==> src/design/string_literal_escape_decoder_defines.svh <==
// Assertion macros for the string literal escape decoder.
// Included by the top level; no other dependencies.
`ifndef STRING_LITERAL_ESCAPE_DECODER_DEFINES_SVH
`define STRING_LITERAL_ESCAPE_DECODER_DEFINES_SVH
`ifndef SYNTHESIS
`define SLESC_ASSERT_IMP(label, clk, rst, ante, cons) \
  label: assert property (@(posedge clk) disable iff (rst) (ante) |-> (cons)) \
    else $error("slesc check failed");
`define SLESC_ASSERT_NXT(label, clk, rst, ante, cons) \
  label: assert property (@(posedge clk) disable iff (rst) (ante) |=> (cons)) \
    else $error("slesc check failed");
`else
`define SLESC_ASSERT_IMP(label, clk, rst, ante, cons)
`define SLESC_ASSERT_NXT(label, clk, rst, ante, cons)
`endif
`endif

==> src/design/slesc_pkg.sv <==
// Shared types and constants for the string literal escape decoder.
// No dependencies.
`timescale 1ns / 1ps

package slesc_pkg;

  typedef enum logic [4:0] {
    MODE_IDLE   = 5'b00001,
    MODE_NORMAL = 5'b00010,
    MODE_ESC    = 5'b00100,
    MODE_OCT    = 5'b01000,
    MODE_HEX    = 5'b10000
  } mode_t;

  localparam logic [7:0] CH_NUL    = 8'h00;
  localparam logic [7:0] CH_BSLASH = 8'h5C;
  localparam logic [7:0] CH_DQUOTE = 8'h22;
  localparam logic [7:0] CH_SQUOTE = 8'h27;
  localparam logic [7:0] CH_QMARK  = 8'h3F;
  localparam logic [7:0] CH_N      = 8'h6E;
  localparam logic [7:0] CH_T      = 8'h74;
  localparam logic [7:0] CH_V      = 8'h76;
  localparam logic [7:0] CH_R      = 8'h72;
  localparam logic [7:0] CH_X      = 8'h78;
  localparam logic [7:0] CH_LF     = 8'h0A;
  localparam logic [7:0] CH_TAB    = 8'h09;
  localparam logic [7:0] CH_VT     = 8'h0B;
  localparam logic [7:0] CH_CR     = 8'h0D;

  localparam int QDepth = 4;
  localparam int QAw    = $clog2(QDepth);
  localparam int QCw    = $clog2(QDepth + 1);

  typedef struct packed {
    logic [7:0] data;
    logic       has;
    logic       last;
  } res_t;

  typedef struct packed {
    res_t r0;
    logic v1;
    res_t r1;
  } pair_t;

  typedef struct packed {
    logic  push;
    pair_t data;
  } qwr_t;

  typedef struct packed {
    logic  empty;
    pair_t data;
  } qrd_t;

  // Hex digit test and value: {valid, value}.
  function automatic logic [4:0] hex_digit(input logic [7:0] b);
    logic [4:0] r;
    r = 5'b0;
    if (b >= 8'h30 && b <= 8'h39) r = {1'b1, 4'(b - 8'h30)};
    else if (b >= 8'h41 && b <= 8'h46) r = {1'b1, 4'(b - 8'h37)};
    else if (b >= 8'h61 && b <= 8'h66) r = {1'b1, 4'(b - 8'h57)};
    return r;
  endfunction

endpackage

==> src/design/slesc_front.sv <==
// Front part: accepts source bytes, runs the escape state machine and
// builds up to two results per item. Depends on slesc_pkg.
`timescale 1ns / 1ps

module slesc_front (
  input  logic              clk,
  input  logic              rst,
  input  logic              in_valid,
  output logic              in_ready,
  input  logic [7:0]        in_byte,
  input  logic              in_start,
  input  logic              q_full,
  output slesc_pkg::qwr_t   q_wr
);

  slesc_pkg::mode_t mode, mode_next;
  logic [7:0]       value, value_next;
  logic             accept;
  logic             pre_v, pl_do, pl_v;
  slesc_pkg::res_t  pre_r, pl_r;
  logic [4:0]       hx;

  assign in_ready = !q_full;
  assign accept   = in_valid && in_ready;
  assign hx       = slesc_pkg::hex_digit(in_byte);

  always_comb begin
    mode_next  = mode;
    value_next = value;
    pre_v      = 1'b0;
    pre_r      = '0;
    pl_do      = 1'b0;
    pl_v       = 1'b0;
    pl_r       = '0;
    if (in_start) begin
      mode_next  = slesc_pkg::MODE_NORMAL;
      value_next = '0;
    end else begin
      case (mode)
        slesc_pkg::MODE_NORMAL: begin
          pl_do = 1'b1;
        end
        slesc_pkg::MODE_ESC: begin
          mode_next = slesc_pkg::MODE_NORMAL;
          pre_r.has = 1'b1;
          case (in_byte)
            slesc_pkg::CH_BSLASH: begin
              pre_v = 1'b1; pre_r.data = slesc_pkg::CH_BSLASH;
            end
            slesc_pkg::CH_N: begin
              pre_v = 1'b1; pre_r.data = slesc_pkg::CH_LF;
            end
            slesc_pkg::CH_T: begin
              pre_v = 1'b1; pre_r.data = slesc_pkg::CH_TAB;
            end
            slesc_pkg::CH_V: begin
              pre_v = 1'b1; pre_r.data = slesc_pkg::CH_VT;
            end
            slesc_pkg::CH_R: begin
              pre_v = 1'b1; pre_r.data = slesc_pkg::CH_CR;
            end
            slesc_pkg::CH_SQUOTE: begin
              pre_v = 1'b1; pre_r.data = slesc_pkg::CH_SQUOTE;
            end
            slesc_pkg::CH_DQUOTE: begin
              pre_v = 1'b1; pre_r.data = slesc_pkg::CH_DQUOTE;
            end
            slesc_pkg::CH_QMARK: begin
              pre_v = 1'b1; pre_r.data = slesc_pkg::CH_QMARK;
            end
            slesc_pkg::CH_X: begin
              value_next = '0;
              mode_next  = slesc_pkg::MODE_HEX;
            end
            default: begin
              if (in_byte inside {[8'h30:8'h37]}) begin
                value_next = {5'b0, in_byte[2:0]};
                mode_next  = slesc_pkg::MODE_OCT;
              end else begin
                pre_v      = 1'b1;
                pre_r.data = slesc_pkg::CH_BSLASH;
                pl_do      = 1'b1;
              end
            end
          endcase
        end
        slesc_pkg::MODE_OCT: begin
          if (in_byte inside {[8'h30:8'h37]}) begin
            value_next = {value[4:0], in_byte[2:0]};
          end else begin
            pre_v      = (value != '0);
            pre_r      = '{data: value, has: 1'b1, last: 1'b0};
            value_next = '0;
            pl_do      = 1'b1;
          end
        end
        slesc_pkg::MODE_HEX: begin
          if (hx[4]) begin
            value_next = {value[3:0], hx[3:0]};
          end else begin
            pre_v      = (value != '0);
            pre_r      = '{data: value, has: 1'b1, last: 1'b0};
            value_next = '0;
            pl_do      = 1'b1;
          end
        end
        default: begin
          mode_next = slesc_pkg::MODE_IDLE;
        end
      endcase
      if (pl_do) begin
        if (in_byte == slesc_pkg::CH_NUL || in_byte == slesc_pkg::CH_DQUOTE) begin
          pl_v       = 1'b1;
          pl_r       = '{data: 8'h00, has: 1'b0, last: 1'b1};
          mode_next  = slesc_pkg::MODE_IDLE;
          value_next = '0;
        end else if (in_byte == slesc_pkg::CH_BSLASH) begin
          mode_next = slesc_pkg::MODE_ESC;
        end else begin
          pl_v      = 1'b1;
          pl_r      = '{data: in_byte, has: 1'b1, last: 1'b0};
          mode_next = slesc_pkg::MODE_NORMAL;
        end
      end
    end
  end

  always_comb begin
    q_wr.push = accept && (pre_v || pl_v);
    if (pre_v) begin
      q_wr.data = '{r0: pre_r, v1: pl_v, r1: pl_r};
    end else begin
      q_wr.data = '{r0: pl_r, v1: 1'b0, r1: pl_r};
    end
  end

  always_ff @(posedge clk) begin
    if (rst) begin
      mode  <= slesc_pkg::MODE_IDLE;
      value <= '0;
    end else if (accept) begin
      mode  <= mode_next;
      value <= value_next;
    end
  end

endmodule

==> src/design/slesc_fifo.sv <==
// Short queue of result pairs between the front and back parts.
// Depends on slesc_pkg.
`timescale 1ns / 1ps

module slesc_fifo (
  input  logic            clk,
  input  logic            rst,
  input  slesc_pkg::qwr_t wr,
  output logic            full,
  input  logic            pop,
  output slesc_pkg::qrd_t rd
);

  slesc_pkg::pair_t             mem [slesc_pkg::QDepth];
  logic [slesc_pkg::QAw-1:0]    wptr, rptr;
  logic [slesc_pkg::QCw-1:0]    count;
  logic                         do_pop;

  assign full     = (count == slesc_pkg::QCw'(slesc_pkg::QDepth));
  assign rd.empty = (count == '0);
  assign rd.data  = mem[rptr];
  assign do_pop   = pop && !rd.empty;

  always_ff @(posedge clk) begin
    if (wr.push && !full) begin
      mem[wptr] <= wr.data;
    end
  end

  always_ff @(posedge clk) begin
    if (rst) begin
      wptr  <= '0;
      rptr  <= '0;
      count <= '0;
    end else begin
      if (wr.push && !full) wptr <= wptr + 1'b1;
      if (do_pop) rptr <= rptr + 1'b1;
      case ({wr.push && !full, do_pop})
        2'b10:   count <= count + 1'b1;
        2'b01:   count <= count - 1'b1;
        default: count <= count;
      endcase
    end
  end

endmodule

==> src/design/slesc_back.sv <==
// Back part: takes result pairs from the queue and, while the receiver is
// ready, sends them out one result per cycle through an output register. Depends on slesc_pkg.
`timescale 1ns / 1ps

module slesc_back (
  input  logic             clk,
  input  logic             rst,
  input  slesc_pkg::qrd_t  q_rd,
  output logic             q_pop,
  output logic             out_valid,
  input  logic             out_ready,
  output slesc_pkg::res_t  out_res
);

  logic            load;
  logic            pend_valid;
  slesc_pkg::res_t pend;

  assign load  = !out_valid || out_ready;
  assign q_pop = load && !pend_valid && !q_rd.empty;

  always_ff @(posedge clk) begin
    if (rst) begin
      out_valid  <= 1'b0;
      pend_valid <= 1'b0;
    end else if (load) begin
      if (pend_valid) begin
        out_valid  <= 1'b1;
        pend_valid <= 1'b0;
      end else if (!q_rd.empty) begin
        out_valid  <= 1'b1;
        pend_valid <= q_rd.data.v1;
      end else begin
        out_valid <= 1'b0;
      end
    end
  end

  always_ff @(posedge clk) begin
    if (load) begin
      if (pend_valid) begin
        out_res <= pend;
      end else if (!q_rd.empty) begin
        out_res <= q_rd.data.r0;
        pend    <= q_rd.data.r1;
      end
    end
  end

endmodule

==> src/design/string_literal_escape_decoder.sv <==
// String literal escape decoder, top level.
// Depends on slesc_pkg, slesc_front, slesc_fifo, slesc_back and the defines header.
//
// Source bytes enter on the s_axis channel, one item per byte; tuser marks
// the opening quote, which is dropped and opens a new literal. Decoded
// characters leave on the m_axis channel: tdata is the character, tuser is
// set when tdata carries one, and tlast marks the bare end result of a
// literal. One source byte gives zero, one or two results.
// The input takes one byte every cycle while the four-entry result queue
// has room. Each accepted byte's first result is written to the queue,
// then to the output register; the two results of one byte leave in turn.
// Output rate is one result per cycle while the receiver is ready, so
// bytes giving two results limit sustained input to the output port rate.
// Reset empties the queue and output register and returns the decoder to
// idle, waiting for an opening quote. When the receiver stalls, the output
// register holds, the queue fills, and s_axis_tready drops once it is full.
`timescale 1ns / 1ps
`include "string_literal_escape_decoder_defines.svh"

module string_literal_escape_decoder (
  input  logic       clk,
  input  logic       rst,
  input  logic       s_axis_tvalid,
  output logic       s_axis_tready,
  input  logic [7:0] s_axis_tdata,   // [7:0] byte_in
  input  logic       s_axis_tuser,   // [0] start_flag
  output logic       m_axis_tvalid,
  input  logic       m_axis_tready,
  output logic [7:0] m_axis_tdata,   // [7:0] out_byte
  output logic       m_axis_tuser,   // [0] has_byte
  output logic       m_axis_tlast
);

  slesc_pkg::qwr_t q_wr;
  slesc_pkg::qrd_t q_rd;
  slesc_pkg::res_t out_res;
  logic            q_full;
  logic            q_pop;

  slesc_front u_front (
    .clk      (clk),
    .rst      (rst),
    .in_valid (s_axis_tvalid),
    .in_ready (s_axis_tready),
    .in_byte  (s_axis_tdata),
    .in_start (s_axis_tuser),
    .q_full   (q_full),
    .q_wr     (q_wr)
  );

  slesc_fifo u_fifo (
    .clk  (clk),
    .rst  (rst),
    .wr   (q_wr),
    .full (q_full),
    .pop  (q_pop),
    .rd   (q_rd)
  );

  slesc_back u_back (
    .clk       (clk),
    .rst       (rst),
    .q_rd      (q_rd),
    .q_pop     (q_pop),
    .out_valid (m_axis_tvalid),
    .out_ready (m_axis_tready),
    .out_res   (out_res)
  );

  assign m_axis_tdata = out_res.data;
  assign m_axis_tuser = out_res.has;
  assign m_axis_tlast = out_res.last;

  `SLESC_ASSERT_IMP(a_no_zero_char, clk, rst, m_axis_tvalid && m_axis_tuser, m_axis_tdata != 8'h00)
  `SLESC_ASSERT_IMP(a_end_bare, clk, rst, m_axis_tvalid && m_axis_tlast, !m_axis_tuser && m_axis_tdata == 8'h00)
  `SLESC_ASSERT_IMP(a_bare_is_end, clk, rst, m_axis_tvalid && !m_axis_tuser, m_axis_tlast)
  `SLESC_ASSERT_NXT(a_full_blocks, clk, rst, q_full && !q_pop, !s_axis_tready)

endmodule

==> config.mk <==
export PLATFORM = sky130hd
export DESIGN_NAME = string_literal_escape_decoder
export DESIGN_NICKNAME = d
export VERILOG_FILES = /design/src/design/slesc_pkg.sv /design/src/design/slesc_front.sv /design/src/design/slesc_fifo.sv /design/src/design/slesc_back.sv /design/src/design/string_literal_escape_decoder.sv
export VERILOG_INCLUDE_DIRS = /design/src /design/src/design
export SDC_FILE = /design/constraint.sdc
export NUM_CORES = 1
export LEC_CHECK = 0
export BUFFER_PORTS_ARGS = -buffer_cell sky130_fd_sc_hd__buf_2
export CELL_PAD_IN_SITES_DETAIL_PLACEMENT = 1
export CELL_PAD_IN_SITES_GLOBAL_PLACEMENT = 1
export CORE_MARGIN = 5
export CORE_UTILIZATION = 51
export DETAILED_ROUTE_END_ITERATION = 10
export HOLD_SLACK_MARGIN = 0.15
export PLACE_DENSITY_LB_ADDON = 0.12
export SYNTH_ARGS = -nofsm -noshare
export SYNTH_HDL_FRONTEND = slang
export SYNTH_HIERARCHICAL = 1
export SYNTH_SLANG_ARGS = --single-unit
==> constraint.sdc <==
create_clock -name clk -period 4.15 [get_ports clk]
set_input_delay 0.415 -clock clk [delete_from_list [all_inputs] [get_ports clk]]
set_output_delay 0.415 -clock clk [all_outputs]
set_load 0.1 [all_outputs]
==> out/metrics.csv, run 1 <==
metric;value;unit
run status;finished clean;
Syn Area/Cell;13.8;µm²
cell chain of the critical path;nor4_1, nand2_1, o41ai_2, a221o_2, nand3_1, a21oi_1, inv_1, nor2_1, inv_1, ha_1, inv_1, fa_1, xor2_1, or3_1, a21oi_1;
gp weighted congestion;0.857;
H-tree depth reported by CTS;4;
area of the core region;11500;µm²
first-iteration detailed-routing DRC count;259;
power per cell area;433;nW/µm²
final global-route overflow total;0;
post-cts repair resize count;0;
average detailed-routed wire length per instance;22.8;µm
maximum clock skew at final layout;11.9;ps
post-synthesis instance area;5980;µm²
number of antenna-violating nets in the routed design;0;
worst voltage drop across the vdd grid;469;µV
Layout Cells excl Fill;625;
cell with the most instances on the worst path;inv_1;
number of clock sinks;128;
1st-pass router iterations;5;
part of the Yosys area used for sequential elements;60.2;%
initial antenna violation count;0;
initial standard-cell utilization of the core;52.2;%
sum of net half-perimeters after detailed placement;9330;µm
Die Y;118;µm
number of endpoints with negative hold slack in the final report;0;
number of remaining DRC errors;0;
CTS buffer count;17;
slowest cell on the critical path;nor4_1;
Clock Latency Late Sink;430;ps
leading cell types by total area after synthesis;edfxtp_1, dfxtp_1, mux4_2, mux2_2, ha_1;
overall track demand over capacity in global routing;21.8;%
filler cell count;1120;
global-route wire length before repair;23200;µm
Die Width;118;µm
number of synthesized flops with an enable pin;104;
Max-slew headroom;20.2;%
via count of the first global-routing pass;4095;
post-route fraction of the period consumed by the critical path;87.4;%
slew of the pin with the lowest slew margin;1200;ps
Final setup violation count;0;
overall die area;14000;µm²
final sum of negative setup slack;0;ps
setup repair after global routing missed its margin;false;
Cells after DPL;593;
Worst setup SP type;flop;
Seq. cell area;3600;µm²
post-synth top area cell;edfxtp_1;
Period minus WS final;3630;ps
Bufs and invs on worst path;3;
Area growth, synth to finish;14.1;%
aggregate routed wire length;14200;µm
fmax;276;MHz
Max Cap Violations;0;
Placement Rows;39;
arrival time worst endpoint;3990;ps
area of the multi-input gates;2150;µm²
root buffer cell;clkbuf_16;
routed via count;3752;
synth cell count leaders;edfxtp_1, nor2_1, dfxtp_1, inv_1, nand2_1;
flip-flop and latch count after synthesis;128;
Top FF cell, synth;edfxtp_1;
min-delay worst type;input pin to flop;
maximum fanout count along the critical path;8;
Top Family by Delay on Critical Path;simple AND/OR/NAND/NOR gates;
required time of the critical path;4510;ps
most numerous cell in the Yosys netlist;edfxtp_1;
hold-fix buffer count after cts;0;
net count after synthesis;457;
static leakage power;2.28;nW
Top-Level Pins;25;
fraction of layout instances using a drive strength above 1;24.3;%
Post-synth ARST share;0;%
number of inserted diodes;0;
portion of synthesized cell area occupied by the leading cell type;52.2;%
count of final max-slew check failures;0;
Synthesis Warnings;6;
number of buffers between clock root and the deepest sink;2;
maximum number of pins on one net before global-route repair;22;
# Post-CTS Setup Buffers;0;
number of nets in the layout;493;
critical path capture point type;flop;
TritonCTS clock tree;done;
Port Buffer Count;24;
number of library cell types mapped by synthesis;67;
Setup Crit Path Kind;flop to flop;
Post-Synthesis Cells;433;
CP peak stage delay;450;ps
detail-routed via count per cell;6.00;
clock input transition at the sequential cells of the worst setup and hold paths;60;ps
[worst register-to-register path: stages, from the launching register on]
cell and delay, ps:
dfxtp_1 390, nor4_1 450, nand2_1 270, o41ai_2 420
a221o_2 300, nand3_1 120, a21oi_1 170, inv_1 90
nor2_1 280, inv_1 80, ha_1 220, inv_1 70
fa_1 170, xor2_1 80, or3_1 320, a21oi_1 130
[cells in the final DEF, fill, tap and decap left out, types with 9 or more instances in the layout]
master | netlist | routed
buf_4 | 4 | 12
ha_1 | 10 | 10
and2_1 | 12 | 12
mux2_2 | 14 | 14
edfxtp_1 | 104 | 104
clkbuf_16 | 0 | 17
inv_1 | 24 | 24
o22ai_1 | 14 | 14
nand2_1 | 24 | 24
mux4_2 | 21 | 21
a21oi_1 | 18 | 18
buf_2 | 5 | 24
dfxtp_1 | 24 | 24
nor3_1 | 12 | 12
a22oi_1 | 9 | 9
nor2_1 | 33 | 33
[report_power, final]
| group | internal (mW) | switching, mW |
|---|---|---|
| sequential | 1.38 | 0.00342 |
| combinational | 0.0293 | 0.0670 |
| clock | 0.888 | 0.592 |
[worst paths after layout]
path | cells after the start | slack [ps] | from | end
min reg2reg | 2 | 500 | u_front/value[6]$_SDFFE_PP0P_ | u_front/value[6]$_SDFFE_PP0P_
max | 15 | 520 | u_front/mode[3]$_SDFFE_PP0P_ | u_fifo/count[2]$_SDFFE_PP0P_
min | 3 | 310 | m_axis_tready | u_back/pend_valid$_SDFFE_PP0P_
max reg2reg | 15 | 520 | u_front/mode[3]$_SDFFE_PP0P_ | u_fifo/count[2]$_SDFFE_PP0P_
[sequential cells by signal, summed over array words and instances, names as in the netlist, named ones only]
| name | flops |
|---|---|
| u_fifo/mem | 84 |
| u_back/out_res | 10 |
| u_back/pend | 10 |
| u_front/value | 8 |
| u_front/mode | 5 |
| u_fifo/count | 3 |
| u_fifo/rptr | 2 |
| u_fifo/wptr | 2 |
| u_back/out_valid | 1 |
| u_back/pend_valid | 1 |
[cell families (layout without fill, tap and decap cells)]
group	Yosys count	after routing	share of synthesized area [%]
AOI/OAI and AO/OA	78	78	9.70
xor gates and xnor gates	8	8	1.17
adders and majority gates	11	11	2.43
buffers and inverters	44	93	3.78
DFF	128	128	60.2
muxes	38	38	11.0
and+or+nand+nor	126	126	11.6
[stage by stage]
| stage | power (mW) | setup WS (ps) | hold slack [ps] | instance area, µm² | util, % |
|---|---|---|---|---|---|
| floorplan | 1.48 | 626 | 437 | 5980 | - |
| global placement | 1.50 | 366 | 469 | 6240 | 54.4 |
| detailed placement | 1.50 | 208 | 486 | 6240 | 54.4 |
| CTS | 2.99 | 528 | 292 | 6830 | 59.5 |
| global route | 3.07 | 97.0 | 337 | 6830 | 59.5 |
| finish | 2.96 | 522 | 314 | 6830 | 59.5 |
[layer usage]
metal	vias up	track usage [%]	share of wire, %	wire (µm)
li1	1750	-	-	-
met1	1900	26.4	41	5870
met2	87	37.9	53	7590
met3	15	5.54	4.2	602
met4	0	7.74	1.2	177
met5	-	0	0	0
[area by class of cell]
cell class,instances,share of cell area (%)
inverters,25,1.41
clock buffers,17,6.23
multi-input cells,261,31.5
well taps,143,2.62
clock inverters,15,2.33
repair buffers,36,3.08
flip-flops and latches,128,52.8
No activity file was read; power rests on OpenSTA's default activity.
==> run 2: changes to the inputs <==
- REMOVE_ABC_BUFFERS: unset -> 1
==> run 2 against run 1 <==
Effect of this change: combinational power is 1% higher; non-clock buffer count is 2 higher; fmax hardly changed; critical path depth stayed put; final cell count is 0.16% higher; power is 5.9% lower; largest power group is now registers.
==> out/metrics.csv, run 2 (synthesized netlist as in run 1, its figures left out) <==
metric;value;unit
via count of the first global-routing pass;4003;
largest registers;u_fifo/mem x84, u_back/out_res x10, u_back/pend x10;
average detailed-routed wire length per instance;22.5;µm
sum of net half-perimeters after detailed placement;9070;µm
critical path capture point type;flop;
Worst setup SP type;flop;
worst slack on hold paths;324;ps
detail-routed via count per cell;6.05;
number of inserted diodes;0;
Most flops, register;u_fifo/mem;
global-route wire length before repair;22600;µm
1st-pass router iterations;4;
uppermost metal layer occupied by signal nets;met4;
post-cts repair resize count;0;
cell depth of the worst flop-to-flop path;15;
Period minus WS final;3630;ps
R2R Setup Slk;520;ps
worst hold start;m_axis_tready;
arrival time worst endpoint;3970;ps
WL met3;468;µm
Final Power;2.78;mW
number of clock sinks;128;
first-iteration detailed-routing DRC count;239;
maximum clock skew at final layout;17.2;ps
CTS buffer count;17;
clock input transition at the sequential cells of the worst setup and hold paths;50;ps
count of final max-slew check failures;0;
Worst R2R Start;u_front/mode[0]$_SDFFE_PP1P_;
area of the core region;11500;µm²
Max-slew headroom;35.7;%
Area growth, synth to finish;13.2;%
required time of the critical path;4490;ps
Top-Level Pins;25;
most common cell after layout, fill and taps aside;edfxtp_1;
final core area utilization;59.0;%
Cells after DPL;595;
gp weighted congestion;0.885;
number of antenna-violating nets in the routed design;0;
Min-Delay Path Depth;3;
Hold Path End;u_back/out_valid$_SDFFE_PP0P_;
# Post-CTS Setup Buffers;0;
H-tree depth reported by CTS;4;
routed via count;3787;
post-layout instance area;6770;µm²
Layout Cells excl Fill;626;
aggregate routed wire length;14100;µm
final sum of negative setup slack;0;ps
initial standard-cell utilization of the core;52.2;%
number of buffers between clock root and the deepest sink;2;
maximum number of pins on one net before global-route repair;22;
post-route fraction of the period consumed by the critical path;87.3;%
Max Cap Violations;0;
flip-flop count of the largest register, all copies and words added;84;
number of nets in the layout;495;
destination of the worst register-to-register timing path;u_fifo/count[2]$_SDFFE_PP0P_;
static leakage power;2.27;nW
hold-fix buffer count after cts;0;
Setup Crit Path Kind;flop to flop;
overall track demand over capacity in global routing;21.1;%
detailed-routing wirelength on met1;6070;µm
fraction of layout instances using a drive strength above 1;23.2;%
commonest cells after routing, fill and taps aside;edfxtp_1, nor2_1;
number of endpoints with negative hold slack in the final report;0;
Clock Latency Late Sink;410;ps
number of remaining DRC errors;0;
initial antenna violation count;0;
Port Buffer Count;24;
pre-CTS setup slack;175;ps
slew of the pin with the lowest slew margin;963;ps
run status;finished clean;
power per cell area;411;nW/µm²
Placement Rows;39;
Die Y;118;µm
min setup slack post-route;525;ps
overall die area;14000;µm²
root buffer cell;clkbuf_16;
maximum fanout count along the critical path;6;
TritonCTS clock tree;done;
met2 wire length;7390;µm
final global-route overflow total;0;
dpl cell area;6260;µm²
Final setup violation count;0;
worst voltage drop across the vdd grid;408;µV
min-delay worst type;input pin to flop;
Die Width;118;µm
setup repair after global routing missed its margin;false;
fmax;276;MHz
## run 2: cell types whose count changed in the layout (fill, tap and decap cells not counted)
cell | previous run | this run
bufinv_16 | 2 | 1
buf_4 | 12 | 14
inv_8 | 1 | 0
clkinvlp_4 | 3 | 1
clkinv_4 | 3 | 0
clkbuf_1 | 0 | 5
clkinv_2 | 1 | 4
clkinv_1 | 2 | 3
inv_6 | 3 | 0
## run 2: how the worst max path moves through the flow
stage	slack, ps	endpoint	startpoint	cells after the start
2_1_floorplan	610	u_fifo/count[2]$_SDFFE_PP0P_	s_axis_tdata[0]	17
3_3_place_gp	340	u_fifo/count[2]$_SDFFE_PP0P_	s_axis_tdata[0]	18
3_5_place_dp	180	u_fifo/count[2]$_SDFFE_PP0P_	s_axis_tdata[1]	18
4_1_cts	550	u_fifo/count[2]$_SDFFE_PP0P_	u_front/mode[0]$_SDFFE_PP1P_	15
5_1_grt	110	u_fifo/count[2]$_SDFFE_PP0P_	u_front/mode[0]$_SDFFE_PP1P_	15
6_report	520	u_fifo/count[2]$_SDFFE_PP0P_	u_front/mode[0]$_SDFFE_PP1P_	15
## run 2: area by class of cell
class	count	area, µm²
fill	1109	4700
sequential	128	3600
multi-input combinational	261	2150
clock buffer	22	444
timing repair buffer	38	225
tap	143	179
inverter	25	96.3
clock inverter	9	68.8
## run 2: power by group
group	internal, mW	switching (mW)	total, mW
clock	0.807	0.497	1.30
combinational	0.0297	0.0679	0.0976
sequential	1.38	0.00341	1.38
total	2.21	0.568	2.78
## run 2: per-layer routing
layer / global-route usage, % / vias up
met5: 0 / -
met4: 7.81 / 0
met3: 5.01 / 10
met2: 35.5 / 80
met1: 26.6 / 1947
li1: - / 1750
## run 2: critical path: stages, from the launching register on
cell and delay [ps]:
dfxtp_1 360, nor4_1 460, nand2_1 290, o41ai_2 400, a221o_2 290, nand3_1 110
a21oi_1 150, inv_1 80, nor2_1 300, inv_1 90, ha_1 230, inv_1 70
fa_1 180, xor2_1 80, or3_1 320, a21oi_1 140
==> run 3: changes to the inputs <==
- CORE_MARGIN: 5 -> unset
- RECOVER_POWER: unset -> 100
- TNS_END_PERCENT: unset -> 30
==> run 3 against run 2 <==
Effect of this change: the flow now finishes with violations (capacitance limit, slew limit); setup slack lost 5.3 ps; global-route usage is 4.2 points higher; clock power is 14% higher; core utilization is 0.055 points higher; cell area fell by 0.33%; fmax down 0.15%; clock skew shrank 10 ps.
==> out/metrics.csv, run 3 (synthesized netlist as in run 1, its figures left out) <==
metric;value;unit
Final setup violation count;0;
number of remaining DRC errors;0;
Area growth, synth to finish;12.8;%
Die Width;110;µm
net switching fraction of the power;19.5;%
hold-fix buffer count after cts;0;
sum of net half-perimeters after detailed placement;9310;µm
Top-Level Pins;25;
combinational power share;3.3;%
Clock Latency Late Sink;420;ps
initial antenna violation count;0;
count of final max-slew check failures;22;
filler cell count;1123;
number of antenna-violating nets in the routed design;0;
1st-pass router iterations;5;
net switching power of the design;0.576;mW
final global-route overflow total;0;
aggregate routed wire length;14300;µm
Seq. cell area;3600;µm²
first-iteration detailed-routing DRC count;238;
initial standard-cell utilization of the core;52.4;%
Period minus WS final;3630;ps
H-tree depth reported by CTS;4;
Max-slew headroom;-26.4;%
slew of the pin with the lowest slew margin;1900;ps
Int Pwr;2.38;mW
via count of the first global-routing pass;3993;
Max Cap Violations;1;
static leakage power;2.22;nW
overall track demand over capacity in global routing;25.4;%
maximum number of pins on one net before global-route repair;22;
Placement Rows;39;
required time of the critical path;4500;ps
Setup Crit Path Kind;input pin to flop;
root buffer cell;clkbuf_16;
most common cell after layout, fill and taps aside;edfxtp_1;
worst voltage drop across the vdd grid;368;µV
maximum clock skew at final layout;6.70;ps
critical path capture point type;flop;
power per cell area;438;nW/µm²
average detailed-routed wire length per instance;22.8;µm
TritonCTS clock tree;done;
run status;finished with violations;
number of inserted diodes;0;
detail-routed via count per cell;6.18;
post-cts repair resize count;0;
register share of total power;46.7;%
Worst setup SP type;input pin;
number of endpoints with negative hold slack in the final report;0;
number of clock sinks;128;
maximum fanout count along the critical path;6;
number of buffers between clock root and the deepest sink;2;
fraction of layout instances using a drive strength above 1;18.6;%
setup repair after global routing missed its margin;false;
area of the core region;11400;µm²
largest registers;u_fifo/mem x84, u_back/out_res x10, u_back/pend x10;
# Post-CTS Setup Buffers;0;
number of nets in the layout;494;
routed via count;3867;
arrival time worst endpoint;3980;ps
fmax;275;MHz
Most flops, register;u_fifo/mem;
clock input transition at the sequential cells of the worst setup and hold paths;50;ps
Die Y;110;µm
final sum of negative setup slack;0;ps
post-route fraction of the period consumed by the critical path;87.5;%
worst slack on hold paths;315;ps
portion of total power attributed to the clock network;50.0;%
area of the multi-input gates;2110;µm²
overall die area;12200;µm²
CTS buffer count;17;
flip-flop count of the largest register, all copies and words added;84;
commonest cells after routing, fill and taps aside;edfxtp_1, nor2_1;
gp weighted congestion;0.880;
violations in the final reports;capacitance limit, slew limit;
global-route wire length before repair;21700;µm
Port Buffer Count;24;
min-delay worst type;input pin to flop;
run 3: final timing paths:
kind	slack, ps	to	startpoint	depth (start not counted)
worst max register to register	610	u_fifo/count[1]$_SDFFE_PP0P_	u_front/mode[3]$_SDFFE_PP0P_	15
worst max-delay path	520	u_fifo/count[2]$_SDFFE_PP0P_	s_axis_tdata[0]	17
worst min register to register	480	u_front/value[6]$_SDFFE_PP0P_	u_front/value[6]$_SDFFE_PP0P_	2
worst min-delay path	320	u_back/pend_valid$_SDFFE_PP0P_	m_axis_tready	3
run 3: worst max-delay path, stage by stage:
cell and delay, ps:
clkbuf_1 220, inv_1 180, ha_1 260, a2111oi_2 420, a2111oi_0 190, buf_4 170
o311ai_0 430, a21oi_1 140, inv_1 100, nor2_1 100, inv_1 100, ha_1 190
inv_1 70, fa_1 380, xor2_1 160, or3_1 310, a21oi_1 140
run 3: layout make-up:
cell class | count | share of cell area [%]
timing repair buffer | 37 | 2.58
inverter | 25 | 1.43
tap | 143 | 2.65
multi-input combinational | 261 | 31.2
clock buffer | 26 | 7.10
clock inverter | 6 | 1.59
sequential | 128 | 53.4
run 3: per-layer routing:
metal | wire, µm | global-route usage (%) | up-vias
met1 | 6170 | 31.7 | 1987
met2 | 7250 | 43.3 | 120
met4 | 210 | 8.83 | 0
met5 | 0 | 0 | -
li1 | - | - | 1737
met3 | 641 | 5.94 | 23
run 3: metrics by stage:
stage | util [%] | power, mW | cells | setup slack (ps) | cell area (µm²)
floorplan | - | 1.46 | 414 | 607 | 5850
global placement | 54.7 | 1.50 | 594 | 342 | 6250
detailed placement | 54.7 | 1.50 | 594 | 158 | 6250
CTS | 59.9 | 2.97 | 626 | 472 | 6840
global route | 59.1 | 3.03 | 626 | 221 | 6750
finish | 59.1 | 2.96 | 626 | 520 | 6750
run 3: power by group through the flow:
stage	sequential (mW)	clock (mW)	combinational, mW
global placement	1.41	0	0.0938
global route	1.38	1.54	0.104
finish	1.38	1.48	0.0967
floorplan	1.41	0	0.0490
CTS	1.38	1.49	0.0980
detailed placement	1.41	0	0.0965
